**src/rtl/bsrc_pkg.sv**
```systemverilog
// ----------------------------------------------------------------------------
// bsrc_pkg
// Shared constants and result codes for the banker's safe request checker.
// ----------------------------------------------------------------------------
package bsrc_pkg;

	localparam int DEF_MAX_PROCS   = 8;
	localparam int DEF_MAX_RES     = 4;
	localparam int DEF_AMOUNT_BITS = 8;

	localparam logic [1:0] FN_LOAD_AVAIL = 2'd0;
	localparam logic [1:0] FN_LOAD_MAX   = 2'd1;
	localparam logic [1:0] FN_LOAD_ALLOC = 2'd2;
	localparam logic [1:0] FN_REQUEST    = 2'd3;

	localparam logic [2:0] STS_LOADED     = 3'd0;
	localparam logic [2:0] STS_GRANTED    = 3'd1;
	localparam logic [2:0] STS_OVER_NEED  = 3'd2;
	localparam logic [2:0] STS_OVER_AVAIL = 3'd3;
	localparam logic [2:0] STS_UNSAFE     = 3'd4;
	localparam logic [2:0] STS_BAD_INDEX  = 3'd5;

	localparam logic CFG_PROC_COUNT = 1'b0;
	localparam logic CFG_RES_COUNT  = 1'b1;

endpackage

```
**src/rtl/bankers_safe_request_check_core.sv**
```systemverilog
// ----------------------------------------------------------------------------
// bankers_safe_request_check_core
// Banker's deadlock-avoidance engine: table loads, request checks, safety scan.
// ----------------------------------------------------------------------------
// channel   | direction | handshake            | payload
// item      | in        | item_valid/item_stall| func process resource value req_0..3
// result    | out       | result_valid/stall   | status seq_process last
// cfg       | in        | cfg_valid/cfg_ready  | cfg_index cfg_data
//
// Loads reach the output register through S_RESP (row loads via S_LDWR first),
// rejections through S_RESP (request rejections via S_REQCHK first). A request
// scan streams one process row per cycle from the row memory: up to proc_count
// passes of proc_count rows, then one result per process.
// Reset clears control state and row valid bits; unwritten rows read as zero.
// Result stall holds the output register; items stall while one is in work.
module bankers_safe_request_check_core #(
	parameter int MAX_PROCS   = bsrc_pkg::DEF_MAX_PROCS,
	parameter int MAX_RES     = bsrc_pkg::DEF_MAX_RES,
	parameter int AMOUNT_BITS = bsrc_pkg::DEF_AMOUNT_BITS
) (
	input  logic       clk,
	input  logic       arst_n,
	input  logic       item_valid,
	output logic       item_stall,
	input  logic [1:0] func,
	input  logic [2:0] process,
	input  logic [1:0] resource,
	input  logic [7:0] value,
	input  logic [7:0] req_0,
	input  logic [7:0] req_1,
	input  logic [7:0] req_2,
	input  logic [7:0] req_3,
	output logic       result_valid,
	input  logic       result_stall,
	output logic [2:0] status,
	output logic [2:0] seq_process,
	output logic       last,
	input  logic       cfg_valid,
	output logic       cfg_ready,
	input  logic       cfg_index,
	input  logic [3:0] cfg_data
);
	import bsrc_pkg::*;

	localparam int AB   = AMOUNT_BITS;
	localparam int PW   = (MAX_PROCS > 1) ? $clog2(MAX_PROCS) : 1;
	localparam int RW   = (MAX_RES > 1) ? $clog2(MAX_RES) : 1;
	localparam int NPW  = $clog2(MAX_PROCS + 1);
	localparam int CW   = (NPW > 4) ? NPW : 4;
	localparam int WW   = AB + $clog2(MAX_PROCS + 1) + 1;
	localparam int ROWW = 2 * MAX_RES * AB;

	localparam logic [2:0] S_IDLE   = 3'd0;
	localparam logic [2:0] S_LDWR   = 3'd1;
	localparam logic [2:0] S_REQCHK = 3'd2;
	localparam logic [2:0] S_SCAN   = 3'd3;
	localparam logic [2:0] S_COMMIT = 3'd4;
	localparam logic [2:0] S_EMIT   = 3'd5;
	localparam logic [2:0] S_RESP   = 3'd6;

	logic [2:0] state_q;
	logic [3:0] pc_q;
	logic [2:0] rc_q;
	logic [CW-1:0] np;
	logic [2:0] nr;

	logic [AB-1:0] avail_q [MAX_RES];
	logic [ROWW-1:0] mem [MAX_PROCS];
	logic [MAX_PROCS-1:0] row_vld_q;
	logic [ROWW-1:0] rdata_q;
	logic rvld_q;
	logic [PW-1:0] rd_addr;
	logic mem_we;
	logic [PW-1:0] mem_wa;
	logic [ROWW-1:0] mem_wd;

	logic [1:0] func_q;
	logic [PW-1:0] proc_q;
	logic [RW-1:0] res_q;
	logic [AB-1:0] val_q;
	logic [AB-1:0] req_q [MAX_RES];
	logic [ROWW-1:0] prow_q;
	logic [2:0] sts_q;

	logic [WW-1:0] work_q [MAX_RES];
	logic [MAX_PROCS-1:0] done_q;
	logic [PW-1:0] order_q [MAX_PROCS];
	logic [CW-1:0] count_q;
	logic [PW-1:0] cmp_q;
	logic [PW-1:0] cmp_nxt;
	logic found_q;
	logic [CW-1:0] emit_q;

	logic out_v_q;
	logic [2:0] out_sts_q;
	logic [2:0] out_seq_q;
	logic out_last_q;
	logic ofree;
	logic accept;

	logic [ROWW-1:0] row;
	logic [AB-1:0] row_max [MAX_RES];
	logic [AB-1:0] row_alloc [MAX_RES];
	logic [AB-1:0] alloc_eff [MAX_RES];
	logic [AB:0] need [MAX_RES];
	logic fits;
	logic over_need;
	logic over_avail;
	logic [AB-1:0] req_in [4];

	assign np = (pc_q == 4'd0) ? CW'(1) :
		((CW'(pc_q) > CW'(MAX_PROCS)) ? CW'(MAX_PROCS) : CW'(pc_q));
	assign nr = (rc_q == 3'd0) ? 3'd1 :
		((rc_q > 3'(MAX_RES)) ? 3'(MAX_RES) : rc_q);

	assign cfg_ready    = 1'b1;
	assign item_stall   = (state_q != S_IDLE);
	assign accept       = item_valid && !item_stall;
	assign ofree        = !out_v_q || !result_stall;
	assign result_valid = out_v_q;
	assign status       = out_sts_q;
	assign seq_process  = out_seq_q;
	assign last         = out_last_q;

	assign req_in[0] = AB'(req_0);
	assign req_in[1] = AB'(req_1);
	assign req_in[2] = AB'(req_2);
	assign req_in[3] = AB'(req_3);

	assign cmp_nxt = (CW'(cmp_q) == np - CW'(1)) ? '0 : cmp_q + PW'(1);

	always_comb begin
		unique case (state_q)
			S_IDLE:   rd_addr = PW'(process);
			S_REQCHK: rd_addr = '0;
			default:  rd_addr = cmp_nxt;
		endcase
	end

	always_comb begin
		row = rvld_q ? rdata_q : '0;
		fits = 1'b1;
		over_need = 1'b0;
		over_avail = 1'b0;
		for (int r = 0; r < MAX_RES; r++) begin
			row_alloc[r] = row[r*AB +: AB];
			row_max[r]   = row[(MAX_RES + r)*AB +: AB];
			alloc_eff[r] = (state_q == S_SCAN && cmp_q == proc_q) ?
				row_alloc[r] + req_q[r] : row_alloc[r];
			need[r] = {1'b0, row_max[r]} - {1'b0, alloc_eff[r]};
			if (3'(r) < nr) begin
				if ($signed({{(WW-AB){need[r][AB]}}, need[r]}) > $signed({1'b0, work_q[r]}))
					fits = 1'b0;
				if ($signed({1'b0, req_q[r]}) > $signed(need[r]))
					over_need = 1'b1;
				if (req_q[r] > avail_q[r])
					over_avail = 1'b1;
			end
		end
	end

	always_comb begin
		mem_we = 1'b0;
		mem_wa = proc_q;
		mem_wd = row;
		if (state_q == S_LDWR) begin
			mem_we = 1'b1;
			for (int r = 0; r < MAX_RES; r++) begin
				if (RW'(r) == res_q) begin
					if (func_q == FN_LOAD_MAX)
						mem_wd[(MAX_RES + r)*AB +: AB] = val_q;
					else
						mem_wd[r*AB +: AB] = val_q;
				end
			end
		end else if (state_q == S_COMMIT) begin
			mem_we = 1'b1;
			mem_wd = prow_q;
			for (int r = 0; r < MAX_RES; r++) begin
				if (3'(r) < nr)
					mem_wd[r*AB +: AB] = prow_q[r*AB +: AB] + req_q[r];
			end
		end
	end

	always_ff @(posedge clk) begin
		if (mem_we)
			mem[mem_wa] <= mem_wd;
		rdata_q <= mem[rd_addr];
	end

	always_ff @(posedge clk or negedge arst_n) begin
		if (!arst_n) begin
			row_vld_q <= '0;
			rvld_q    <= 1'b0;
		end else begin
			rvld_q <= row_vld_q[rd_addr];
			if (mem_we)
				row_vld_q[mem_wa] <= 1'b1;
		end
	end

	always_ff @(posedge clk or negedge arst_n) begin
		if (!arst_n) begin
			pc_q <= 4'd8;
			rc_q <= 3'd4;
		end else if (cfg_valid) begin
			if (cfg_index == CFG_PROC_COUNT)
				pc_q <= cfg_data;
			else
				rc_q <= cfg_data[2:0];
		end
	end

	always_ff @(posedge clk) begin
		if (accept) begin
			func_q <= func;
			proc_q <= PW'(process);
			res_q  <= RW'(resource);
			val_q  <= AB'(value);
			for (int r = 0; r < MAX_RES; r++)
				req_q[r] <= req_in[r];
		end
		if (state_q == S_REQCHK) begin
			prow_q <= row;
			for (int r = 0; r < MAX_RES; r++)
				work_q[r] <= WW'(avail_q[r]) - WW'(req_q[r]);
		end
		if (state_q == S_SCAN && !done_q[cmp_q] && fits) begin
			for (int r = 0; r < MAX_RES; r++)
				work_q[r] <= work_q[r] + WW'(alloc_eff[r]);
			order_q[count_q[PW-1:0]] <= cmp_q;
		end
	end

	always_ff @(posedge clk or negedge arst_n) begin
		if (!arst_n) begin
			state_q    <= S_IDLE;
			sts_q      <= STS_LOADED;
			done_q     <= '0;
			count_q    <= '0;
			cmp_q      <= '0;
			found_q    <= 1'b0;
			emit_q     <= '0;
			out_v_q    <= 1'b0;
			out_sts_q  <= STS_LOADED;
			out_seq_q  <= '0;
			out_last_q <= 1'b0;
			for (int r = 0; r < MAX_RES; r++)
				avail_q[r] <= '0;
		end else begin
			if (out_v_q && !result_stall && state_q != S_EMIT && state_q != S_RESP)
				out_v_q <= 1'b0;
			unique case (state_q)
				S_IDLE: begin
					if (accept) begin
						if (func == FN_LOAD_AVAIL) begin
							state_q <= S_RESP;
							if (3'(resource) >= nr) begin
								sts_q <= STS_BAD_INDEX;
							end else begin
								sts_q <= STS_LOADED;
								avail_q[RW'(resource)] <= AB'(value);
							end
						end else if (CW'(process) >= np ||
								(func != FN_REQUEST && 3'(resource) >= nr)) begin
							sts_q   <= STS_BAD_INDEX;
							state_q <= S_RESP;
						end else if (func == FN_REQUEST) begin
							state_q <= S_REQCHK;
						end else begin
							state_q <= S_LDWR;
						end
					end
				end
				S_LDWR: begin
					sts_q   <= STS_LOADED;
					state_q <= S_RESP;
				end
				S_REQCHK: begin
					if (over_need) begin
						sts_q   <= STS_OVER_NEED;
						state_q <= S_RESP;
					end else if (over_avail) begin
						sts_q   <= STS_OVER_AVAIL;
						state_q <= S_RESP;
					end else begin
						done_q  <= '0;
						count_q <= '0;
						cmp_q   <= '0;
						found_q <= 1'b0;
						state_q <= S_SCAN;
					end
				end
				S_SCAN: begin
					cmp_q <= cmp_nxt;
					if (!done_q[cmp_q] && fits) begin
						done_q[cmp_q] <= 1'b1;
						count_q <= count_q + CW'(1);
						found_q <= (CW'(cmp_q) != np - CW'(1));
						if (count_q + CW'(1) == np)
							state_q <= S_COMMIT;
					end else if (CW'(cmp_q) == np - CW'(1)) begin
						found_q <= 1'b0;
						if (!found_q) begin
							sts_q   <= STS_UNSAFE;
							state_q <= S_RESP;
						end
					end
				end
				S_COMMIT: begin
					for (int r = 0; r < MAX_RES; r++) begin
						if (3'(r) < nr)
							avail_q[r] <= avail_q[r] - req_q[r];
					end
					emit_q  <= '0;
					state_q <= S_EMIT;
				end
				S_EMIT: begin
					if (ofree) begin
						out_v_q    <= 1'b1;
						out_sts_q  <= STS_GRANTED;
						out_seq_q  <= 3'(order_q[emit_q[PW-1:0]]);
						out_last_q <= (emit_q == np - CW'(1));
						emit_q     <= emit_q + CW'(1);
						if (emit_q == np - CW'(1))
							state_q <= S_IDLE;
					end
				end
				S_RESP: begin
					if (ofree) begin
						out_v_q    <= 1'b1;
						out_sts_q  <= sts_q;
						out_seq_q  <= '0;
						out_last_q <= 1'b1;
						state_q    <= S_IDLE;
					end
				end
				default: state_q <= S_IDLE;
			endcase
		end
	end

endmodule

```
**config.mk**
```make
export PLATFORM = sky130hd
export DESIGN_NAME = bankers_safe_request_check_core
export DESIGN_NICKNAME = d
export VERILOG_FILES = /design/src/rtl/bsrc_pkg.sv /design/src/rtl/bankers_safe_request_check_core.sv
export SDC_FILE = /design/constraint.sdc
export NUM_CORES = 2
export LEC_CHECK = 0
export ABC_AREA = 1
export BUFFER_PORTS_ARGS = -buffer_cell sky130_fd_sc_hd__buf_2
export CORE_MARGIN = 2
export CORE_UTILIZATION = 51
export DETAILED_ROUTE_END_ITERATION = 10
export PLACE_DENSITY = 0.77
export SYNTH_ARGS = -nofsm -noshare
export SYNTH_HDL_FRONTEND = slang
export SYNTH_SLANG_ARGS = --single-unit
```
**constraint.sdc**
```tcl
create_clock -name clk -period 9.7 [get_ports clk]
set_input_delay 0.485 -clock clk [delete_from_list [all_inputs] [get_ports clk]]
set_output_delay 0.485 -clock clk [all_outputs]
set_load 0.02 [all_outputs]
```
==> flow_metrics.env <==
export IMPL_hp_class="primary input to flop"
export IMPL_drtPass1Iterations=9
export IMPL_final_cell_mix="nand2_1, edfxtp_1, inv_1"
export IMPL_use_met1=0.365
export IMPL_cts_max_level=3
export IMPL_drive_gt1_frac=0.0579
export IMPL_post_cts_setup_buffers=0
export IMPL_hpwlAfterDp_mm=78.7
export IMPL_port_buffers=65
export IMPL_yosys_area_share_adder=0.0754
export IMPL_clkTransAtPathRegs_ps=60
export IMPL_min_delay_worst_endpoint="req_q[1][2]"
export IMPL_grt_max_degree=203
export IMPL_drv_slew=0
export IMPL_clock_path_buffers=3
export IMPL_die_w_um=298
export IMPL_cp_top_family="simple AND/OR/NAND/NOR gates"
export IMPL_min_delay_start="req_1[2]"
export IMPL_vias=34100
export IMPL_cp_end_kind="flop"
export IMPL_synth_edf_count=699
export IMPL_tns_ps=0
export IMPL_synthFlopType="edfxtp_1"
export IMPL_cts_sinks=845
export IMPL_async_flop_share=0.0970
export IMPL_synthSimpleGateAreaFrac=0.191
export IMPL_worst_r2r_cell_count=32
export IMPL_crit_required_ps=10240
export IMPL_drtAntennaViolNets=0
export IMPL_cp_slowest_cell="nand2_2"
export IMPL_hold_depth=1
export IMPL_netlist_instances=4771
export IMPL_synth_compound_area_frac=0.0907
export IMPL_r2r_slack_ps=1970
export IMPL_synthTopCellsByArea="edfxtp_1, nand2_1, ha_1"
export IMPL_reg2reg_from="rvld_q"
export IMPL_vias_per_cell=5.63
export IMPL_setup_viol=0
export IMPL_initial_core_util=0.516
export IMPL_synth_cell_area_mm2=0.0441
export IMPL_cts_made_buffers=88
export IMPL_grt_use_met2=0.421
export IMPL_instances_no_fill=6047
export IMPL_yosysTopAreaCell="edfxtp_1"
export IMPL_finalCritPeriodShare=0.797
export IMPL_seq_area_frac_synth=0.552
export IMPL_synth_area_per_cell_um2=9.24
export IMPL_overflow=0
export IMPL_core_mm2=0.0854
export IMPL_crit_type="flop to flop"
export IMPL_drc=0
export IMPL_ys_ff_latch=845
export IMPL_io_pins=67
export IMPL_postRouteWirelength_mm=122
export IMPL_dr_first_iter_drc_count=3718
export IMPL_synth_cell_type_count=57
export IMPL_crit_top_cell="nand2_1"
export IMPL_grt_pass1_wl_mm=186
export IMPL_rsz0062_at_grt="false"
export IMPL_grt_pass1_vias=32500
export IMPL_dieArea_mm2=0.0888
export IMPL_top_usage_layer="met2"
export IMPL_yosys_area_share_xor_xnor=0.0278
export IMPL_routedWlPerCell_um=20.2
export IMPL_antenna_found_initial=5
export IMPL_fin_crit_ps=7730
export IMPL_path_buf_inv=5
export IMPL_skew_ps=29.1
export IMPL_worst_slew_pin_slew_ps=1390
export IMPL_track_usage=0.272
export IMPL_synth_top_family_by_area="simple AND/OR/NAND/NOR gates"
export IMPL_num_rows=107
export IMPL_fmax_mhz=129
export IMPL_final_nets=5140
export IMPL_cts_tree="built"
export IMPL_grt_use_met3=0.0524
export IMPL_layout_commonest_cell="nand2_1"
export IMPL_reg2reg_to="done_q[4]"
export IMPL_cp_start_kind="flop"
export IMPL_root_buffer="clkbuf_16"
export IMPL_clkLatencyLatePin_ps=670
export IMPL_slowest_delay_ps=900
export IMPL_dp_cells=5852
export IMPL_cp_max_fo=42
export IMPL_synth_nets=5083
export IMPL_synth_top_area_frac=0.476
export IMPL_gp_congestion=0.965
export IMPL_status="finished clean"
export IMPL_ys_warnings_count=0
export IMPL_cp_arrival_ps=8270
export IMPL_synthMuxAreaShare=0
export IMPL_maxCapViolations=0
export IMPL_area_growth_pct=10.4
export IMPL_maxSlewHeadroom=0.0589
export IMPL_die_h_um=298
export IMPL_finalHoldViolations=0
export IMPL_holdWs_ps=25.1
synth_stat cells (all sizes together) (2+ instances only):
cell and number:
o31ai 3, a22oi 28, o21a 3, a21oi 188, nand2 1788, nand3b 6
buf 109, xor2 100, nor4 3, o2111ai 4, inv 519, ha 237
fa 18, o211ai 93, o311ai 2, a21boi 3, o21bai 19, nor3 16
o221ai 14, a21o 8, dfstp 2, o22ai 40, nor2 229, clkbuf 56
dfrtp 80, xnor2 37, clkinv 3, or2 7, a31oi 10, a2bb2oi 6
nand3 103, edfxtp 699, dfxtp 64, o21ai 251, a211oi 4, and2 2
nand4 13
cells by family (layout without fill, tap and decap cells):
kind of cell | count (synthesis) | after routing
AOI/OAI and AO/OA | 678 | 678
other | 1 | 2
adders and majority gates | 255 | 255
DFF | 845 | 845
xor gates and xnor gates | 137 | 137
buffers and inverters | 687 | 818
and+or+nand+nor | 2168 | 2168
sequential cells by signal, summed over array words and instances, names as in the netlist, 4 cells and up:
signal / cells
count_q: 4
avail_q: 32
row_vld_q: 8
val_q: 8
emit_q: 4
mem: 512
req_q: 32
order_q: 24
done_q: 8
pc_q: 4
prow_q: 64
rdata_q: 64
work_q: 52
routing by layer:
layer  share of wire  wire (um)
met1            0.39      48100
met2            0.44      54000
met3            0.11      13400
met4           0.055       6670
met5         0.00042         51
metrics by stage:
step | instance area, um2 | setup slack, ps | utilization
3_5_place_dp | 45400 | 2110 | 0.532
5_1_grt | 48700 | 1260 | 0.570
3_3_place_gp | 45400 | 2320 | 0.532
2_1_floorplan | 44100 | 1710 | -
4_1_cts | 48700 | 2050 | 0.570
6_report | 48700 | 1970 | 0.570
final cells by class:
cell class / instances / area [um2]
Clock buffer: 118 / 2390
Clock inverter: 46 / 552
Timing Repair Buffer: 132 / 918
Sequential cell: 845 / 24300
Fill cell: 7197 / 36700
Antenna cell: 1 / 2.50
Multi-Input combinational cell: 3239 / 17100
Tap cell: 1144 / 1430
Inverter: 522 / 1970
how the worst max path moves through the flow:
stage                     startpoint             to  slack (ps)  depth (start not counted)
after floorplan           state_q[2]   row_vld_q[6]        1710                          7
after global placement        rvld_q   work_q[0][2]        2320                         30
after detailed placement      rvld_q   work_q[0][2]        2110                         30
after CTS                     rvld_q   work_q[3][0]        2050                         30
after global routing          rvld_q  order_q[5][1]        1260                         34
final                         rvld_q      done_q[4]        1970                         32
timing repair:
item | CTS | global route
hold buffers | 30 | 0
gates resized for setup | 0 | 0
endpoints found under the hold margin | 40 | 0
Power is left out: the tool's default activity adds up to more than one toggle a clock period on the data nets, which glitch-free logic cannot reach.
